==> config.mk <==
export PLATFORM = sky130hd
export DESIGN_NAME = numeric_literal_lexer
export DESIGN_NICKNAME = d
export VERILOG_FILES = /design/src/sv/nll_pkg.sv /design/src/sv/numeric_literal_lexer.sv /design/src/sv/nll_front.sv /design/src/sv/nll_queue.sv /design/src/sv/nll_back.sv
export SDC_FILE = /design/constraint.sdc
export NUM_CORES = 1
export LEC_CHECK = 0
export ABC_AREA = 1
export BUFFER_PORTS_ARGS = -buffer_cell sky130_fd_sc_hd__buf_2
export CORE_AREA = 2 2 177 179
export DETAILED_ROUTE_END_ITERATION = 16
export DIE_AREA = 0 0 179 181
export GPL_ROUTABILITY_DRIVEN = 0
export PLACE_DENSITY = 0.66
export SLEW_MARGIN = 10
export SYNTH_ARGS = -nofsm -noshare
export SYNTH_HDL_FRONTEND = slang
export SYNTH_HIERARCHICAL = 1
export SYNTH_SLANG_ARGS = --single-unit
==> constraint.sdc <==
create_clock -name clk -period 13.5 [get_ports clk]
set_input_delay 4.05 -clock clk [delete_from_list [all_inputs] [get_ports clk]]
set_output_delay 4.05 -clock clk [all_outputs]
set_load 0.05 [all_outputs]
==> src/sv/nll_pkg.sv <==
package nll_pkg;

	// Character codes
	localparam logic [7:0] CH_ZERO  = 8'h30;
	localparam logic [7:0] CH_ONE   = 8'h31;
	localparam logic [7:0] CH_SEVEN = 8'h37;
	localparam logic [7:0] CH_NINE  = 8'h39;
	localparam logic [7:0] CH_X     = 8'h78;
	localparam logic [7:0] CH_XU    = 8'h58;
	localparam logic [7:0] CH_B     = 8'h62;
	localparam logic [7:0] CH_BU    = 8'h42;
	localparam logic [7:0] CH_O     = 8'h6f;
	localparam logic [7:0] CH_OU    = 8'h4f;
	localparam logic [7:0] CH_POINT = 8'h2e;
	localparam logic [7:0] CH_P     = 8'h70;
	localparam logic [7:0] CH_PU    = 8'h50;
	localparam logic [7:0] CH_E     = 8'h65;
	localparam logic [7:0] CH_EU    = 8'h45;
	localparam logic [7:0] CH_PLUS  = 8'h2b;
	localparam logic [7:0] CH_MINUS = 8'h2d;
	localparam logic [7:0] CH_A_LO  = 8'h61;
	localparam logic [7:0] CH_F_LO  = 8'h66;
	localparam logic [7:0] CH_A_UP  = 8'h41;
	localparam logic [7:0] CH_F_UP  = 8'h46;
	localparam logic [7:0] HEX_LETTER_OFS = 8'd10;

	// Character classes
	localparam logic [3:0] CL_SIGN    = 4'd0;
	localparam logic [3:0] CL_PREFIX  = 4'd1;
	localparam logic [3:0] CL_INT     = 4'd2;
	localparam logic [3:0] CL_POINT   = 4'd3;
	localparam logic [3:0] CL_FRAC    = 4'd4;
	localparam logic [3:0] CL_EMARK   = 4'd5;
	localparam logic [3:0] CL_ESIGN   = 4'd6;
	localparam logic [3:0] CL_EDIG    = 4'd7;
	localparam logic [3:0] CL_SUFFIX  = 4'd8;
	localparam logic [3:0] CL_DISCARD = 4'd9;

	// Literal kinds
	localparam logic [2:0] KIND_BIN       = 3'd0;
	localparam logic [2:0] KIND_OCT       = 3'd1;
	localparam logic [2:0] KIND_DEC       = 3'd2;
	localparam logic [2:0] KIND_HEX       = 3'd3;
	localparam logic [2:0] KIND_DEC_FLOAT = 3'd4;
	localparam logic [2:0] KIND_HEX_FLOAT = 3'd5;
	localparam logic [2:0] KIND_ERROR     = 3'd6;

	// Result queue between front and back
	localparam int Q_DEPTH = 4;
	localparam int Q_AW    = $clog2(Q_DEPTH);
	localparam int Q_CW    = $clog2(Q_DEPTH + 1);
	localparam int MAX_RES = 3;

	typedef enum logic [3:0] {
		PH_START      = 4'd0,
		PH_AFTER_SIGN = 4'd1,
		PH_ZERO       = 4'd2,
		PH_ZERO_LET   = 4'd3,
		PH_INT        = 4'd4,
		PH_FRAC       = 4'd5,
		PH_EXP_SIGN   = 4'd6,
		PH_EXP_DIG    = 4'd7,
		PH_SUFFIX     = 4'd8,
		PH_DISCARD    = 4'd9
	} phase_t;

	typedef enum logic [1:0] {
		BASE_BIN = 2'd0,
		BASE_OCT = 2'd1,
		BASE_DEC = 2'd2,
		BASE_HEX = 2'd3
	} base_t;

	typedef struct packed {
		logic [7:0] ch;
		logic       last_char;
	} in_item_t;

	typedef struct packed {
		logic [7:0] out_char;
		logic [3:0] char_class;
		logic [3:0] digit_value;
		logic       end_of_token;
		logic [2:0] literal_kind;
	} out_item_t;

	typedef struct packed {
		logic [1:0]                 count;
		out_item_t [MAX_RES-1:0]    res;
	} bundle_t;

endpackage

==> src/sv/numeric_literal_lexer.sv <==
// Numeric literal lexer: classifies the characters of one number token.
// Input channel (in_valid/in_ready/in_data): one request per character, with
// last_char set on the final character of the token. Output channel
// (out_valid/out_ready/out_data): one request per classified character.
// The front classifies a character in the cycle it is accepted and pushes its
// results into a four-entry queue; they leave the queue one per cycle while
// out_ready is high.
// A leading '0' and a following b/o/x letter produce no result until the
// character that resolves them arrives; that character then yields two or
// three results, drained one per cycle by the back end while out_ready is high.
// Throughput is one character per cycle while each character yields at most
// one result and out_ready stays high; the output port's one result per cycle
// sets the rate otherwise. The last result of a token carries end_of_token
// and literal_kind. When the receiver stalls, the queue absorbs up to four
// characters' results before in_ready drops. Reset empties the queue and
// returns the classifier to the start of a token.
module numeric_literal_lexer (
	input  logic               clk,
	input  logic               arst_n,
	input  logic               in_valid,
	output logic               in_ready,
	input  nll_pkg::in_item_t  in_data,
	output logic               out_valid,
	input  logic               out_ready,
	output nll_pkg::out_item_t out_data
);

	logic             push_valid;
	logic             push_ready;
	nll_pkg::bundle_t push_data;
	logic             head_valid;
	logic             pop;
	nll_pkg::bundle_t head_data;

	// Classify characters and track the token phase.
	nll_front u_front (
		.clk        (clk),
		.arst_n     (arst_n),
		.in_valid   (in_valid),
		.in_ready   (in_ready),
		.in_data    (in_data),
		.push_valid (push_valid),
		.push_ready (push_ready),
		.push_data  (push_data)
	);

	// Hold result groups so that front and back stall independently.
	nll_queue u_queue (
		.clk        (clk),
		.arst_n     (arst_n),
		.push_valid (push_valid),
		.push_ready (push_ready),
		.push_data  (push_data),
		.head_valid (head_valid),
		.pop        (pop),
		.head_data  (head_data)
	);

	// Drain each group one result per cycle while out_ready is high.
	nll_back u_back (
		.clk        (clk),
		.arst_n     (arst_n),
		.head_valid (head_valid),
		.head_data  (head_data),
		.pop        (pop),
		.out_valid  (out_valid),
		.out_ready  (out_ready),
		.out_data   (out_data)
	);

endmodule

==> src/sv/nll_front.sv <==
module nll_front (
	input  logic               clk,
	input  logic               arst_n,
	input  logic               in_valid,
	output logic               in_ready,
	input  nll_pkg::in_item_t  in_data,
	output logic               push_valid,
	input  logic               push_ready,
	output nll_pkg::bundle_t   push_data
);

	typedef struct packed {
		logic [3:0]      cls;
		logic [3:0]      dv;
		nll_pkg::phase_t ph;
		logic            frac;
		logic            expo;
		logic            err;
	} body_t;

	function automatic logic [4:0] dval(input logic [7:0] c);
		logic [7:0] t;
		begin
			if (c >= nll_pkg::CH_ZERO && c <= nll_pkg::CH_NINE) begin
				t = c - nll_pkg::CH_ZERO;
				return t[4:0];
			end else if (c >= nll_pkg::CH_A_LO && c <= nll_pkg::CH_F_LO) begin
				t = c - nll_pkg::CH_A_LO + nll_pkg::HEX_LETTER_OFS;
				return t[4:0];
			end else if (c >= nll_pkg::CH_A_UP && c <= nll_pkg::CH_F_UP) begin
				t = c - nll_pkg::CH_A_UP + nll_pkg::HEX_LETTER_OFS;
				return t[4:0];
			end
			return 5'd16;
		end
	endfunction

	// Classify one character of the token body.
	function automatic body_t body_fn(input nll_pkg::phase_t ph, input nll_pkg::base_t base,
			input logic [7:0] c);
		body_t r;
		body_t m;
		logic [4:0] v;
		logic below_rad;
		logic below_ten;
		begin
			v = dval(c);
			below_ten = (v < 5'd10);
			case (base)
				nll_pkg::BASE_BIN: below_rad = (v < 5'd2);
				nll_pkg::BASE_OCT: below_rad = (v < 5'd8);
				nll_pkg::BASE_DEC: below_rad = below_ten;
				default:           below_rad = (v < 5'd16);
			endcase
			// end of mantissa: exponent mark, suffix, or error for p outside hex
			m = '{cls: nll_pkg::CL_SUFFIX, dv: 4'd0, ph: nll_pkg::PH_SUFFIX,
				frac: 1'b0, expo: 1'b0, err: 1'b0};
			if (c == nll_pkg::CH_P || c == nll_pkg::CH_PU) begin
				if (base != nll_pkg::BASE_HEX) begin
					m.cls = nll_pkg::CL_DISCARD;
					m.ph  = nll_pkg::PH_DISCARD;
					m.err = 1'b1;
				end else begin
					m.cls = nll_pkg::CL_EMARK;
					m.ph  = nll_pkg::PH_EXP_SIGN;
				end
			end else if (c == nll_pkg::CH_E || c == nll_pkg::CH_EU) begin
				m.cls = nll_pkg::CL_EMARK;
				m.ph  = nll_pkg::PH_EXP_SIGN;
			end
			r = '{cls: nll_pkg::CL_DISCARD, dv: 4'd0, ph: ph,
				frac: 1'b0, expo: 1'b0, err: 1'b0};
			unique case (ph)
				nll_pkg::PH_INT: begin
					if (below_rad) begin
						r.cls = nll_pkg::CL_INT;
						r.dv  = v[3:0];
					end else if (base == nll_pkg::BASE_BIN || base == nll_pkg::BASE_OCT) begin
						r.cls = nll_pkg::CL_SUFFIX;
						r.ph  = nll_pkg::PH_SUFFIX;
					end else if (c == nll_pkg::CH_POINT) begin
						r.cls = nll_pkg::CL_POINT;
						r.ph  = nll_pkg::PH_FRAC;
					end else begin
						r = m;
					end
				end
				nll_pkg::PH_FRAC: begin
					if (below_rad) begin
						r.cls  = nll_pkg::CL_FRAC;
						r.dv   = v[3:0];
						r.frac = 1'b1;
					end else begin
						r = m;
					end
				end
				nll_pkg::PH_EXP_SIGN: begin
					if (c == nll_pkg::CH_PLUS || c == nll_pkg::CH_MINUS) begin
						r.cls = nll_pkg::CL_ESIGN;
						r.ph  = nll_pkg::PH_EXP_DIG;
					end else if (below_ten) begin
						r.cls  = nll_pkg::CL_EDIG;
						r.dv   = v[3:0];
						r.ph   = nll_pkg::PH_EXP_DIG;
						r.expo = 1'b1;
					end else begin
						r.cls = nll_pkg::CL_SUFFIX;
						r.ph  = nll_pkg::PH_SUFFIX;
					end
				end
				nll_pkg::PH_EXP_DIG: begin
					if (below_ten) begin
						r.cls  = nll_pkg::CL_EDIG;
						r.dv   = v[3:0];
						r.expo = 1'b1;
					end else begin
						r.cls = nll_pkg::CL_SUFFIX;
						r.ph  = nll_pkg::PH_SUFFIX;
					end
				end
				nll_pkg::PH_SUFFIX: r.cls = nll_pkg::CL_SUFFIX;
				default: r.cls = nll_pkg::CL_DISCARD;
			endcase
			return r;
		end
	endfunction

	nll_pkg::phase_t phase_q, phase_s;
	nll_pkg::base_t  base_q, base_s, body_base;
	nll_pkg::phase_t body_phase;
	logic            frac_q, frac_s;
	logic            exp_q, exp_s;
	logic            err_q, err_s;
	logic [1:0]      held_cnt_q, held_cnt_s;
	logic [7:0]      held0_q, held1_q;
	logic            held0_we, held1_we;
	logic [7:0]      c;
	logic            last;
	logic            acc;
	logic            is_sign, is_zero, is_point, is_nz_digit, is_oct_digit, is_prefix_let;
	logic [7:0]      c_off;
	body_t           bd;
	logic [1:0]      n_res;

	assign c    = in_data.ch;
	assign last = in_data.last_char;
	assign acc  = in_valid && push_ready;
	assign in_ready = push_ready;

	assign c_off         = c - nll_pkg::CH_ZERO;
	assign is_sign       = (c == nll_pkg::CH_PLUS) || (c == nll_pkg::CH_MINUS);
	assign is_zero       = (c == nll_pkg::CH_ZERO);
	assign is_point      = (c == nll_pkg::CH_POINT);
	assign is_nz_digit   = (c >= nll_pkg::CH_ONE) && (c <= nll_pkg::CH_NINE);
	assign is_oct_digit  = (c >= nll_pkg::CH_ZERO) && (c <= nll_pkg::CH_SEVEN);
	assign is_prefix_let = (c == nll_pkg::CH_B) || (c == nll_pkg::CH_BU) ||
		(c == nll_pkg::CH_O) || (c == nll_pkg::CH_OU) ||
		(c == nll_pkg::CH_X) || (c == nll_pkg::CH_XU);

	// Body phase and base seen by the classifier; held prefixes resolve into PH_INT.
	always_comb begin
		body_phase = phase_q;
		body_base  = base_q;
		if (phase_q == nll_pkg::PH_ZERO) begin
			body_phase = nll_pkg::PH_INT;
			body_base  = nll_pkg::BASE_DEC;
		end else if (phase_q == nll_pkg::PH_ZERO_LET) begin
			body_phase = nll_pkg::PH_INT;
			if (held1_q == nll_pkg::CH_B || held1_q == nll_pkg::CH_BU) begin
				body_base = nll_pkg::BASE_BIN;
			end else if (held1_q == nll_pkg::CH_O || held1_q == nll_pkg::CH_OU) begin
				body_base = nll_pkg::BASE_OCT;
			end else begin
				body_base = nll_pkg::BASE_HEX;
			end
		end
	end

	assign bd = body_fn(body_phase, body_base, c);

	// Next state (values after this character, before end-of-token clearing)
	always_comb begin
		phase_s    = phase_q;
		base_s     = base_q;
		frac_s     = frac_q;
		exp_s      = exp_q;
		err_s      = err_q;
		held_cnt_s = held_cnt_q;
		held0_we   = 1'b0;
		held1_we   = 1'b0;
		unique case (phase_q)
			nll_pkg::PH_START, nll_pkg::PH_AFTER_SIGN: begin
				if (phase_q == nll_pkg::PH_START && is_sign) begin
					phase_s = nll_pkg::PH_AFTER_SIGN;
					if (last) begin
						err_s = 1'b1;
					end
				end else begin
					base_s = nll_pkg::BASE_DEC;
					if (is_zero) begin
						if (last) begin
							phase_s = nll_pkg::PH_INT;
						end else begin
							held0_we   = 1'b1;
							held_cnt_s = 2'd1;
							phase_s    = nll_pkg::PH_ZERO;
						end
					end else if (is_point) begin
						phase_s = nll_pkg::PH_FRAC;
					end else if (is_nz_digit) begin
						phase_s = nll_pkg::PH_INT;
					end else begin
						err_s   = 1'b1;
						phase_s = nll_pkg::PH_DISCARD;
					end
				end
			end
			nll_pkg::PH_ZERO: begin
				if (is_oct_digit) begin
					base_s     = nll_pkg::BASE_OCT;
					phase_s    = nll_pkg::PH_INT;
					held_cnt_s = 2'd0;
				end else if (!last && is_prefix_let) begin
					held1_we   = 1'b1;
					held_cnt_s = 2'd2;
					phase_s    = nll_pkg::PH_ZERO_LET;
				end else begin
					base_s     = nll_pkg::BASE_DEC;
					held_cnt_s = 2'd0;
					phase_s    = bd.ph;
					frac_s     = frac_q | bd.frac;
					exp_s      = exp_q | bd.expo;
					err_s      = err_q | bd.err;
				end
			end
			default: begin
				base_s     = body_base;
				held_cnt_s = 2'd0;
				phase_s    = bd.ph;
				frac_s     = frac_q | bd.frac;
				exp_s      = exp_q | bd.expo;
				err_s      = err_q | bd.err;
			end
		endcase
	end

	// Outputs: results produced by this character
	always_comb begin
		logic [2:0] kind;
		push_data = '0;
		n_res     = 2'd0;
		unique case (phase_q)
			nll_pkg::PH_START, nll_pkg::PH_AFTER_SIGN: begin
				push_data.res[0].out_char = c;
				n_res = 2'd1;
				if (phase_q == nll_pkg::PH_START && is_sign) begin
					push_data.res[0].char_class = nll_pkg::CL_SIGN;
				end else if (is_zero) begin
					push_data.res[0].char_class = nll_pkg::CL_INT;
					if (!last) begin
						n_res = 2'd0;
					end
				end else if (is_point) begin
					push_data.res[0].char_class = nll_pkg::CL_POINT;
				end else if (is_nz_digit) begin
					push_data.res[0].char_class  = nll_pkg::CL_INT;
					push_data.res[0].digit_value = c_off[3:0];
				end else begin
					push_data.res[0].char_class = nll_pkg::CL_DISCARD;
				end
			end
			nll_pkg::PH_ZERO: begin
				push_data.res[0].out_char = held0_q;
				push_data.res[1].out_char = c;
				n_res = 2'd2;
				if (is_oct_digit) begin
					push_data.res[0].char_class  = nll_pkg::CL_PREFIX;
					push_data.res[1].char_class  = nll_pkg::CL_INT;
					push_data.res[1].digit_value = c_off[3:0];
				end else if (!last && is_prefix_let) begin
					n_res = 2'd0;
				end else begin
					push_data.res[0].char_class  = nll_pkg::CL_INT;
					push_data.res[1].char_class  = bd.cls;
					push_data.res[1].digit_value = bd.dv;
				end
			end
			nll_pkg::PH_ZERO_LET: begin
				push_data.res[0].out_char    = held0_q;
				push_data.res[0].char_class  = nll_pkg::CL_PREFIX;
				push_data.res[1].out_char    = held1_q;
				push_data.res[1].char_class  = nll_pkg::CL_PREFIX;
				push_data.res[2].out_char    = c;
				push_data.res[2].char_class  = bd.cls;
				push_data.res[2].digit_value = bd.dv;
				n_res = 2'd3;
			end
			default: begin
				push_data.res[0].out_char    = c;
				push_data.res[0].char_class  = bd.cls;
				push_data.res[0].digit_value = bd.dv;
				n_res = 2'd1;
			end
		endcase

		if (err_s) begin
			kind = nll_pkg::KIND_ERROR;
		end else if (base_s == nll_pkg::BASE_DEC) begin
			kind = (frac_s || exp_s) ? nll_pkg::KIND_DEC_FLOAT : nll_pkg::KIND_DEC;
		end else if (base_s == nll_pkg::BASE_HEX) begin
			kind = (frac_s || exp_s) ? nll_pkg::KIND_HEX_FLOAT : nll_pkg::KIND_HEX;
		end else if (base_s == nll_pkg::BASE_OCT) begin
			kind = nll_pkg::KIND_OCT;
		end else begin
			kind = nll_pkg::KIND_BIN;
		end

		// mark the last result of the final character
		if (last) begin
			case (n_res)
				2'd1: begin
					push_data.res[0].end_of_token = 1'b1;
					push_data.res[0].literal_kind = kind;
				end
				2'd2: begin
					push_data.res[1].end_of_token = 1'b1;
					push_data.res[1].literal_kind = kind;
				end
				2'd3: begin
					push_data.res[2].end_of_token = 1'b1;
					push_data.res[2].literal_kind = kind;
				end
				default: ;
			endcase
		end
		push_data.count = n_res;
	end

	assign push_valid = in_valid && (n_res != 2'd0);

	always_ff @(posedge clk or negedge arst_n) begin
		if (!arst_n) begin
			phase_q    <= nll_pkg::PH_START;
			base_q     <= nll_pkg::BASE_DEC;
			frac_q     <= 1'b0;
			exp_q      <= 1'b0;
			err_q      <= 1'b0;
			held_cnt_q <= 2'd0;
		end else if (acc) begin
			if (last) begin
				phase_q    <= nll_pkg::PH_START;
				base_q     <= nll_pkg::BASE_DEC;
				frac_q     <= 1'b0;
				exp_q      <= 1'b0;
				err_q      <= 1'b0;
				held_cnt_q <= 2'd0;
			end else begin
				phase_q    <= phase_s;
				base_q     <= base_s;
				frac_q     <= frac_s;
				exp_q      <= exp_s;
				err_q      <= err_s;
				held_cnt_q <= held_cnt_s;
			end
		end
	end

	always_ff @(posedge clk) begin
		if (acc && held0_we) begin
			held0_q <= c;
		end
		if (acc && held1_we) begin
			held1_q <= c;
		end
	end

	a_held_one: assert property (@(posedge clk) disable iff (!arst_n)
		(held_cnt_q == 2'd1) == (phase_q == nll_pkg::PH_ZERO))
		else $error("held count out of step with zero phase");

	a_held_two: assert property (@(posedge clk) disable iff (!arst_n)
		(held_cnt_q == 2'd2) == (phase_q == nll_pkg::PH_ZERO_LET))
		else $error("held count out of step with prefix letter phase");

	a_last_restarts: assert property (@(posedge clk) disable iff (!arst_n)
		(acc && last) |=> (phase_q == nll_pkg::PH_START && held_cnt_q == 2'd0))
		else $error("token end did not return to start");

endmodule

==> src/sv/nll_queue.sv <==
module nll_queue (
	input  logic              clk,
	input  logic              arst_n,
	input  logic              push_valid,
	output logic              push_ready,
	input  nll_pkg::bundle_t  push_data,
	output logic              head_valid,
	input  logic              pop,
	output nll_pkg::bundle_t  head_data
);

	nll_pkg::bundle_t              slots_q [nll_pkg::Q_DEPTH];
	logic [nll_pkg::Q_AW-1:0]      wr_ptr_q, rd_ptr_q;
	logic [nll_pkg::Q_CW-1:0]      cnt_q;
	logic                          do_push, do_pop;

	assign push_ready = (cnt_q != nll_pkg::Q_CW'(nll_pkg::Q_DEPTH));
	assign head_valid = (cnt_q != '0);
	assign head_data  = slots_q[rd_ptr_q];
	assign do_push    = push_valid && push_ready;
	assign do_pop     = pop && head_valid;

	always_ff @(posedge clk or negedge arst_n) begin
		if (!arst_n) begin
			wr_ptr_q <= '0;
			rd_ptr_q <= '0;
			cnt_q    <= '0;
		end else begin
			if (do_push) begin
				wr_ptr_q <= wr_ptr_q + 1'b1;
			end
			if (do_pop) begin
				rd_ptr_q <= rd_ptr_q + 1'b1;
			end
			case ({do_push, do_pop})
				2'b10:   cnt_q <= cnt_q + 1'b1;
				2'b01:   cnt_q <= cnt_q - 1'b1;
				default: cnt_q <= cnt_q;
			endcase
		end
	end

	always_ff @(posedge clk) begin
		if (do_push) begin
			slots_q[wr_ptr_q] <= push_data;
		end
	end

	a_cnt_bound: assert property (@(posedge clk) disable iff (!arst_n)
		cnt_q <= nll_pkg::Q_CW'(nll_pkg::Q_DEPTH))
		else $error("queue fill beyond depth");

endmodule

==> src/sv/nll_back.sv <==
module nll_back (
	input  logic               clk,
	input  logic               arst_n,
	input  logic               head_valid,
	input  nll_pkg::bundle_t   head_data,
	output logic               pop,
	output logic               out_valid,
	input  logic               out_ready,
	output nll_pkg::out_item_t out_data
);

	logic [1:0] idx_q;
	logic       last_of_bundle;

	assign out_valid      = head_valid;
	assign last_of_bundle = (idx_q == head_data.count - 2'd1);
	assign pop            = out_valid && out_ready && last_of_bundle;

	always_comb begin
		case (idx_q)
			2'd0:    out_data = head_data.res[0];
			2'd1:    out_data = head_data.res[1];
			default: out_data = head_data.res[2];
		endcase
	end

	always_ff @(posedge clk or negedge arst_n) begin
		if (!arst_n) begin
			idx_q <= 2'd0;
		end else if (out_valid && out_ready) begin
			idx_q <= last_of_bundle ? 2'd0 : idx_q + 2'd1;
		end
	end

	a_idx_in_bundle: assert property (@(posedge clk) disable iff (!arst_n)
		head_valid |-> (idx_q < head_data.count))
		else $error("result index past bundle count");

	a_bundle_nonempty: assert property (@(posedge clk) disable iff (!arst_n)
		head_valid |-> (head_data.count != 2'd0))
		else $error("empty bundle in queue");

endmodule
==> results of run 1 <==
-- power groups by stage --
stage          registers (mW)  logic, mW  clock network [mW]
2_1_floorplan            1.22       1.06                   0
3_3_place_gp             1.21       1.30                   0
3_5_place_dp             1.22       1.32                   0
4_1_cts                  1.20       1.32               0.790
5_1_grt                  1.21       1.44               0.824
6_report                 1.20       1.30               0.776
-- kinds of logic after synthesis --
kind of cell    synth area share
simple gates              0.1550
flops                     0.6193
buf+inv                  0.09257
compound gates            0.1192
fa+ha+maj                0.01258
xor+xnor                0.001295
-- synthesized netlist by cell type (all sizes together) (2+ instances only) --
cell and n:
nor2 74, buf 48, ha 12, clkinv 2
nand4 12, inv 212, o22ai 7, edfxtp 264
nor3 4, o211ai 128, nand2 374, a21oi 19
nor3b 2, o21ai 36, a22oi 21, dfrtp 17
nand3 37, clkbuf 7
-- worst max-delay path, cell delays in order (launching register included) --
cell	delay (ps)
dfrtp_1	430
inv_6	630
buf_4	960
nand2_1	130
o211ai_1	130
nand2_1	90
a22oi_2	200
nand2_1	120
buf_2	230
-- state kept, by name, summed over array words and instances, names as in the netlist --
| register | count |
|---|---|
| u_front/phase_q | 4 |
| u_queue/wr_ptr_q | 2 |
| u_queue/rd_ptr_q | 2 |
| u_front/held1_q | 8 |
| u_front/err_q | 1 |
| u_front/frac_q | 1 |
| u_front/held0_q | 8 |
| u_back/idx_q | 2 |
| u_front/base_q | 2 |
| u_queue/slots_q | 248 |
| u_queue/cnt_q | 3 |
| u_front/exp_q | 1 |
-- layout make-up --
class                           count  area [um2]  area share
Tap cell                          396       495.5     0.03352
Timing Repair Buffer               44       245.2     0.01659
Multi-Input combinational cell    735        3928      0.2657
Inverter                          214       815.8     0.05519
Clock buffer                       31       690.7     0.04672
Sequential cell                   282        8381      0.5670
Clock inverter                     19       226.5     0.01532
-- stage by stage --
step | hold slack [ps] | std cells
global placement | 460.5 | 1671
floorplan | 446.5 | 1286
CTS | 479.0 | 1721
finish | 474.7 | 1721
detailed placement | 464.5 | 1671
global route | 490.2 | 1721
-- routing by layer --
layer | global-route usage | vias to the layer above | wire (um) | part of all wire
li1 | - | 4398 | - | -
met1 | 0.2582 | 4278 | 12910 | 0.44
met2 | 0.3080 | 258 | 14030 | 0.48
met3 | 0.02525 | 39 | 1918 | 0.065
met4 | 0.04488 | 0 | 608 | 0.021
met5 | 0 | - | 0 | 0
-- path summary, 6_finish.rpt --
path	startpoint	endpoint	cells after the start
setup / recovery	u_queue/rd_ptr_q[0]$_DFFE_PN0P_	out_data[9]	8
hold / removal	u_queue/cnt_q[0]$_DFFE_PN0P_	u_queue/cnt_q[0]$_DFFE_PN0P_	1
setup reg to reg	u_front/phase_q[3]$_DFFE_PN0P_	u_queue/cnt_q[2]$_DFFE_PN0P_	18
hold reg to reg	u_queue/cnt_q[0]$_DFFE_PN0P_	u_queue/cnt_q[0]$_DFFE_PN0P_	1
max in group asynchronous	arst_n	u_front/base_q[1]$_DFFE_PN1P_	1
min in group asynchronous	arst_n	u_queue/cnt_q[0]$_DFFE_PN0P_	1
-- cell usage in the layout (no fill, tap or decap), types with 16 or more instances in the layout --
| cell type | n |
|---|---|
| a21oi_1 | 16 |
| nand3_1 | 34 |
| inv_1 | 204 |
| nand2_1 | 364 |
| o21ai_0 | 26 |
| clkbuf_16 | 27 |
| o211ai_1 | 127 |
| nor2_1 | 61 |
| dfrtp_1 | 16 |
| edfxtp_1 | 264 |
| buf_2 | 34 |
| a22oi_2 | 20 |
==> impl_metrics.tcl, run 1 <==
set metrics [dict create \
    status "finished, final reports clean" \
    clockPowerShare 0.237 \
    regToRegSetupSlack_ps 9570 \
    seqPwrFrac 0.366 \
    clkSlewWorstSetupHoldPaths_ps 70 \
    min_period_over_period 0.5645 \
    worst-setup-path-type "reg2out" \
    setup_slack_ps 5880 \
    ys.flop_type "edfxtp_1" \
    max_freq_mhz 131.2 \
    finish.utilization 0.4871 \
    syn2layout_area_growth_pct 9.258 \
    cts_hold_buf 0 \
    placed_area_mm2 0.01386 \
    drive_gt1_frac 0.1170 \
    post-synth-top-area-cell "edfxtp_1" \
    portBuffers 34 \
    slew_headroom 0.2966 \
    fill_cells 2627 \
    ctsResizeCount 0 \
    dr.pass1.iters 5 \
    synth_edf_count 264 \
    drv_cap 0 \
    grt.overflow.total 0 \
    ios 35 \
    syn-num-nets 1312 \
    synthTopCellsByArea "edfxtp_1 59%, nand2_1 10%, o211ai_1 7.0%" \
    cp-end-kind "primary output" \
    hold_viol 0 \
    die_w_um 179 \
    totalWireLength_um 29470 \
    ys_seq_area_frac 0.6193 \
    cts_root_buffer "clkbuf_16" \
    ys_ff_latch 282 \
    core_area_mm2 0.03035 \
    postCtsSetupBuffers 0 \
    preCtsSetupSlack_ps 6193 \
    insertion_delay_ps 530 \
    grt_pass1_vias 8681 \
    dieHeight_um 181 \
    cts_made_buffers 27 \
    p_comb_frac 0.397 \
    postRouteAntennaNets 0 \
    setup_viol 0 \
    swShare 0.4059 \
    total_power_mw 3.277 \
    slew_violations 0 \
    fin_skew_ps 14.38 \
    htreeDepth 1 \
    routedWlPerCell_um 17.12 \
    grt_max_degree 135 \
    async_reset_ff_frac 0.06383 \
    pwr_density_cell_mw_per_mm2 221.7 \
    p_switching_mw 1.330 \
    fin_nets 1330 \
    power.leakage_nw 6.062 \
    tightest_slew_ps 1055 \
    grt_use_total 0.1856 \
    grt_pass1_wl_um 46830 \
    cp-start-kind "flip-flop" \
    fin_area_mm2 0.01478 \
    vias 8973 \
    dr.first_iter.drc_count 817 \
    synth.avg_cell_area_um2 10.52 \
    post-route-drc-count 0 \
    antenna_found_initial 0 \
    viasPerCell 5.214 \
    start_util 0.4458 \
    row_count 64 \
    cts_buffer_depth 3 \
    worstPathArrival_ps 3570 \
    synth_area_mm2 0.01353 \
    ys_types 46 \
    netlist_instances 1286 \
    post-route-min-period_ps 7620 \
    yosysWarningCount 6 \
    synth.top_cell.area_share 0.5860 \
    rsz0062_at_grt "no" \
    tns_ps 0 \
    clock-sinks 282 \
    cp.required_ps 9450 \
    path_max_fanout 134 \
    diodes 0 \
    cts_tree "done" \
    dp_hpwl_um 17990 \
    die-area_mm2 0.03240 \
    holdCritPathClass "reg2reg" \
    ir_drop_v 0.0001356 \
    p_int_mw 1.947 \
]
(Power assumes the default switching activity.)
==> run 2, diff against run 1 <==
PLACE_DENSITY = 0.68   (was 0.66)
clock period = 6.45 ns   (was 13.5 ns; I/O delays follow)
==> run 2 against run 1 <==
Setup slack lost 4500 ps. Critical path type unchanged. Hold slack is essentially flat. Combinational power grew 110%. Sequential power grew 110%. Core utilization increased by 0.59 points. Count of clock-buffer cells in the layout unchanged. Critical endpoint is now out_data[16]. Sequential cell count stayed put.
==> impl_metrics.tcl, run 2 (same netlist as run 1, synthesis figures left out) <==
set metrics [dict create \
    ir_drop_v 0.0002951 \
    hold_viol 0 \
    post-route-drc-count 0 \
    preCtsSetupSlack_ps 1291 \
    ctsResizeCount 0 \
    cts_hold_buf 0 \
    rr_worst_depth 18 \
    cts_tree "done" \
    dieHeight_um 181 \
    crit_chain "inv_2 > ha_1 > buf_4 > nor2_2 > buf_4 > a22oi_2 > nand2_1 > buf_2" \
    slew_violations 0 \
    diodes 0 \
    fin_hold_ws_ps 475.2 \
    drive_gt1_frac 0.1211 \
    layout_common_cells "364 x nand2_1, 264 x edfxtp_1, 204 x inv_1, 127 x o211ai_1, 61 x nor2_1" \
    crit_top_cell "buf_4" \
    die-area_mm2 0.03240 \
    postRouteAntennaNets 0 \
    totalWireLength_um 30050 \
    cp.required_ps 4510 \
    grt_use_total 0.1885 \
    slowest_delay_ps 770 \
    top_usage_layer "met2" \
    tightest_slew_ps 970.3 \
    grtUsageMet2 0.3089 \
    cts_made_buffers 28 \
    portBuffers 34 \
    top_register "u_queue/slots_q" \
    total_power_mw 7.089 \
    worstHoldStart "u_queue/cnt_q[0]$_DFFE_PN0P_" \
    post-route-min-period_ps 5115 \
    crit_slowest_cell "nor2_2" \
    min_period_over_period 0.7930 \
    antenna_found_initial 0 \
    whs_path_depth 1 \
    slew_headroom 0.3531 \
    viasPerCell 5.254 \
    ios 35 \
    worst_r2r_endpoint "u_queue/cnt_q[2]$_DFFE_PN0P_" \
    postCtsSetupBuffers 0 \
    drv_cap 0 \
    tns_ps 0 \
    holdCritPathClass "reg2reg" \
    grt_pass1_vias 8653 \
    setup_slack_ps 1335 \
    vias 9069 \
    clkSlewWorstSetupHoldPaths_ps 70 \
    timing.rr.start "u_front/phase_q[3]$_DFFE_PN0P_" \
    dr.pass1.iters 5 \
    cts_root_buffer "clkbuf_16" \
    dp_hpwl_um 19560 \
    final_common_cell "nand2_1" \
    largest_reg_flops 248 \
    placed_area_mm2 0.01391 \
    grt.overflow.total 0 \
    status "finished, final reports clean" \
    fin_skew_ps 16.21 \
    die_w_um 179 \
    core_area_mm2 0.03035 \
    fin_area_mm2 0.01496 \
    regToRegSetupSlack_ps 2490 \
    power.leakage_nw 6.133 \
    worstPathArrival_ps 3180 \
    top_regs "u_queue/slots_q: 248 flops, u_front/held0_q: 8 flops, u_front/held1_q: 8 flops" \
    insertion_delay_ps 540 \
    dr.first_iter.drc_count 1016 \
    grt_max_degree 111 \
    start_util 0.4458 \
    grt_util_met1 0.2667 \
    syn2layout_area_growth_pct 10.58 \
    rsz0062_at_grt "no" \
    setup_viol 0 \
    fin_nets 1334 \
    cts_buffer_depth 3 \
    cp-end-kind "primary output" \
    max_freq_mhz 195.5 \
    routedWlPerCell_um 17.41 \
    use_met3 0.02609 \
    pwr_density_cell_mw_per_mm2 473.8 \
    clock-sinks 282 \
    grt_pass1_wl_um 47620 \
    min_to "u_queue/cnt_q[0]$_DFFE_PN0P_" \
    path_max_fanout 21 \
    cp-start-kind "flip-flop" \
    row_count 64 \
    htreeDepth 1 \
    worst-setup-path-type "reg2out" \
]
==> run 2: stage by stage <==
stage               utilization  cells
global route             0.4930   1726
CTS                      0.4930   1726
finish                   0.4930   1726
detailed placement       0.4584   1674
global placement         0.4584   1674
floorplan                     -   1286
==> run 2: worst max-delay path, delay by kind of cell, from the launching register on <==
family          cells  cell delay (ps)
flops               1              420
compound gates      1              100
simple gates        2              880
buf+inv             4             1030
fa+ha+maj           1              190
==> run 2: layer usage <==
metal  routed length (um)  vias to the layer above  part of all wire
met3                 1944                       35             0.065
li1                     -                     4410                 -
met2                14320                      267              0.48
met5                    0                        -                 0
met4                  488                        0             0.016
met1                13300                     4357              0.44
==> run 2: how the worst max path moves through the flow <==
stage,startpoint,end,slack (ps),cells after the start
2_1_floorplan,in_data[1],u_queue/slots_q[0][0]$_DFFE_PP_,190,14
3_3_place_gp,in_data[1],u_queue/slots_q[2][55]$_DFFE_PP_,1370,16
3_5_place_dp,in_data[1],u_queue/slots_q[2][57]$_DFFE_PP_,1290,16
4_1_cts,u_back/idx_q[0]$_DFFE_PN0P_,out_data[1],1270,8
5_1_grt,u_back/idx_q[0]$_DFFE_PN0P_,out_data[1],1180,8
6_report,u_back/idx_q[0]$_DFFE_PN0P_,out_data[16],1330,8
==> run 2: cell type report <==
| class | instances | area [um2] |
|---|---|---|
| timing repair buffer | 47 | 292.8 |
| inverter | 214 | 815.8 |
| multi-input combinational | 735 | 3928 |
| tap | 396 | 495.5 |
| fill | 2672 | 15390 |
| clock buffer | 31 | 733.2 |
| sequential | 282 | 8381 |
| clock inverter | 21 | 315.3 |
==> run 2: power by group <==
group	internal, mW	leakage (nW)	switching [mW]
clock	1.14	0.503	0.678
sequential	2.40	2.68	0.107
combinational	0.711	2.95	2.05
total	4.25	6.13	2.84
==> run 3, diff against run 2 <==
ABC_AREA = 0   (was 1)
CORE_AREA = 2 2 170 172   (was 2 2 177 179)
DIE_AREA = 0 0 172 174   (was 0 0 179 181)
PLACE_DENSITY = 0.66   (was 0.68)
clock period = 5.3 ns   (was 6.45 ns; I/O delays follow)
==> run 3 against run 2 <==
Total power rose by 18%. Setup slack got worse by 380 ps. Non-clock buffer count rose by 11. Critical endpoint is now u_queue/cnt_q[2]$_DFFE_PN0P_. Largest cell class unchanged. Largest power group unchanged.
==> impl_metrics.tcl, run 3 <==
set metrics [dict create \
    status "finished, final reports clean" \
    ys_ff_latch 282 \
    core_area_mm2 0.02824 \
    cts_tree "done" \
    slew_violations 0 \
    worstPathArrival_ps 4810 \
    hold_viol 0 \
    vias 7193 \
    multi_input_area_mm2 0.003819 \
    path_max_fanout 9 \
    syn-num-nets 804 \
    seqCellArea_mm2 0.008384 \
    cp-end-kind "flip-flop" \
    tightest_slew_ps 837.0 \
    cts_made_buffers 28 \
    synth.top_cell.area_share 0.6375 \
    htreeDepth 1 \
    post-route-drc-count 0 \
    min_period_over_period 0.8198 \
    layout_common_cells "264 x edfxtp_1, 91 x nand2_1, 62 x mux4_2, 45 x nor2_1, 34 x buf_2" \
    grt_pass1_vias 7452 \
    antenna_found_initial 1 \
    synthTopCellsByCount "264 x edfxtp_1, 91 x nand2_1, 62 x mux4_2" \
    dr.pass1.iters 7 \
    synth_edf_count 264 \
    totalWireLength_um 27410 \
    holdCritPathClass "reg2reg" \
    tns_ps 0 \
    cp-start-kind "input port" \
    pwr_density_cell_mw_per_mm2 596.6 \
    start_util 0.4404 \
    preCtsSetupSlack_ps 483.0 \
    clock-sinks 282 \
    cts_hold_buf 0 \
    slowest_delay_ps 430 \
    ctsResizeCount 0 \
    ios 35 \
    postRouteAntennaNets 0 \
    top_register "u_queue/slots_q" \
    synth.avg_cell_area_um2 15.98 \
    rsz0062_at_grt "no" \
    postCtsSetupBuffers 0 \
    ys_types 80 \
    ys.flop_type "edfxtp_1" \
    setup_viol 0 \
    max_freq_mhz 230.1 \
    row_count 62 \
    setup_slack_ps 954.9 \
    synthTopCellsByArea "edfxtp_1 64%, mux4_2 11%, dfrtp_1 3.4%" \
    critPathBufInv 4 \
    fill_cells 2397 \
    grt_pass1_wl_um 42830 \
    cts_root_buffer "clkbuf_16" \
    dieHeight_um 174 \
    total_power_mw 8.380 \
    cp.required_ps 5760 \
    die-area_mm2 0.02993 \
    largest_reg_flops 248 \
    top_regs "u_queue/slots_q: 248 flops, u_front/held0_q: 8 flops, u_front/held1_q: 8 flops" \
    worst-setup-path-type "in2reg" \
    crit_chain "buf_2 > inv_1 > ha_1 > nand2_1 > a211o_1 > nand2_1 > nor2_1 > a31oi_1 > o21a_1 > and2_4 > inv_1 > ha_1 > inv_1 > fa_1 > xor2_1 > nor2_1 > xor2_1" \
    post-synth-top-area-cell "edfxtp_1" \
    grt_max_degree 63 \
    post-route-min-period_ps 4345 \
    cp_top_family "adder cells" \
    syn2layout_area_growth_pct 12.95 \
    yosysWarningCount 6 \
    portBuffers 34 \
    grt.overflow.total 0 \
    die_w_um 172 \
    dr.first_iter.drc_count 897 \
    routedWlPerCell_um 22.25 \
    synth_area_mm2 0.01244 \
    power.leakage_nw 4.773 \
    viasPerCell 5.838 \
    netlist_instances 778 \
    clkSlewWorstSetupHoldPaths_ps 60 \
    crit_top_cell "inv_1" \
    fin_nets 853 \
    slew_headroom 0.4347 \
    fin_skew_ps 16.20 \
    yosysMostFrequentCell "edfxtp_1" \
    drive_gt1_frac 0.2193 \
    crit_slowest_cell "fa_1" \
    drv_cap 0 \
    cts_buffer_depth 3 \
    ys_seq_area_frac 0.6738 \
    insertion_delay_ps 540 \
    final_common_cell "edfxtp_1" \
    ir_drop_v 0.0002843 \
    grt_use_total 0.1873 \
    async_reset_ff_frac 0.06383 \
    dp_hpwl_um 16980 \
    diodes 0 \
]
-- run 3: where the power goes --
| group | total (mW) | switching [mW] | internal (mW) |
|---|---|---|---|
| logic | 3.29 | 2.17 | 1.12 |
| registers | 3.21 | 0.170 | 3.04 |
| clock network | 1.88 | 0.787 | 1.09 |
| total | 8.38 | 3.13 | 5.25 |
-- run 3: stage by stage --
stage / std cells / instance area [um2] / utilization / hold WS, ps
2_1_floorplan: 778 / 12440 / - / 470.5
3_3_place_gp: 1181 / 13170 / 0.4664 / 489.2
3_5_place_dp: 1181 / 13170 / 0.4664 / 496.2
6_report: 1232 / 14050 / 0.4974 / 506.8
5_1_grt: 1232 / 14050 / 0.4974 / 524.9
4_1_cts: 1232 / 14050 / 0.4974 / 506.5
-- run 3: path summary, 6_finish.rpt --
kind	end	start	slack, ps	cells after the start
worst max-delay path	u_queue/cnt_q[2]$_DFFE_PN0P_	in_data[2]	950	17
worst min-delay path	u_queue/rd_ptr_q[1]$_DFFE_PN0P_	u_queue/rd_ptr_q[1]$_DFFE_PN0P_	510	1
worst max register to register	u_queue/cnt_q[2]$_DFFE_PN0P_	u_front/phase_q[0]$_DFFE_PN0P_	1820	15
worst min register to register	u_queue/rd_ptr_q[1]$_DFFE_PN0P_	u_queue/rd_ptr_q[1]$_DFFE_PN0P_	510	1
max in group asynchronous	u_queue/rd_ptr_q[0]$_DFFE_PN0P_	arst_n	3950	1
min in group asynchronous	u_queue/cnt_q[0]$_DFFE_PN0P_	arst_n	990	1
-- run 3: final cells by class --
type,instances,share of cell area
sequential,282,0.5969
multi-input combinational,441,0.2719
clock buffer,36,0.05354
tap,384,0.03421
timing repair buffer,58,0.03029
clock inverter,15,0.008908
inverter,16,0.004276
-- run 3: logic make-up (layout without fill, tap and decap cells) --
family                   Yosys count  count (layout)  share of synthesized area
AND/OR/NAND/NOR                  218             218                    0.09015
adder cells (fa/ha/maj)           13              13                    0.01368
AO/OA/AOI/OAI                    127             127                    0.07426
buffers and inverters             55             125                    0.01932
XOR/XNOR                           8               8                   0.005634
flip-flops                       282             282                     0.6738
multiplexers                      75              75                     0.1232
-- run 3: per-layer routing --
| layer | track usage | part of all wire | vias to the layer above |
|---|---|---|---|
| li1 | - | - | 3190 |
| met1 | 0.2595 | 0.42 | 3652 |
| met2 | 0.3107 | 0.49 | 284 |
| met3 | 0.03188 | 0.068 | 65 |
| met4 | 0.04447 | 0.024 | 2 |
| met5 | 0.005017 | 0.00047 | - |
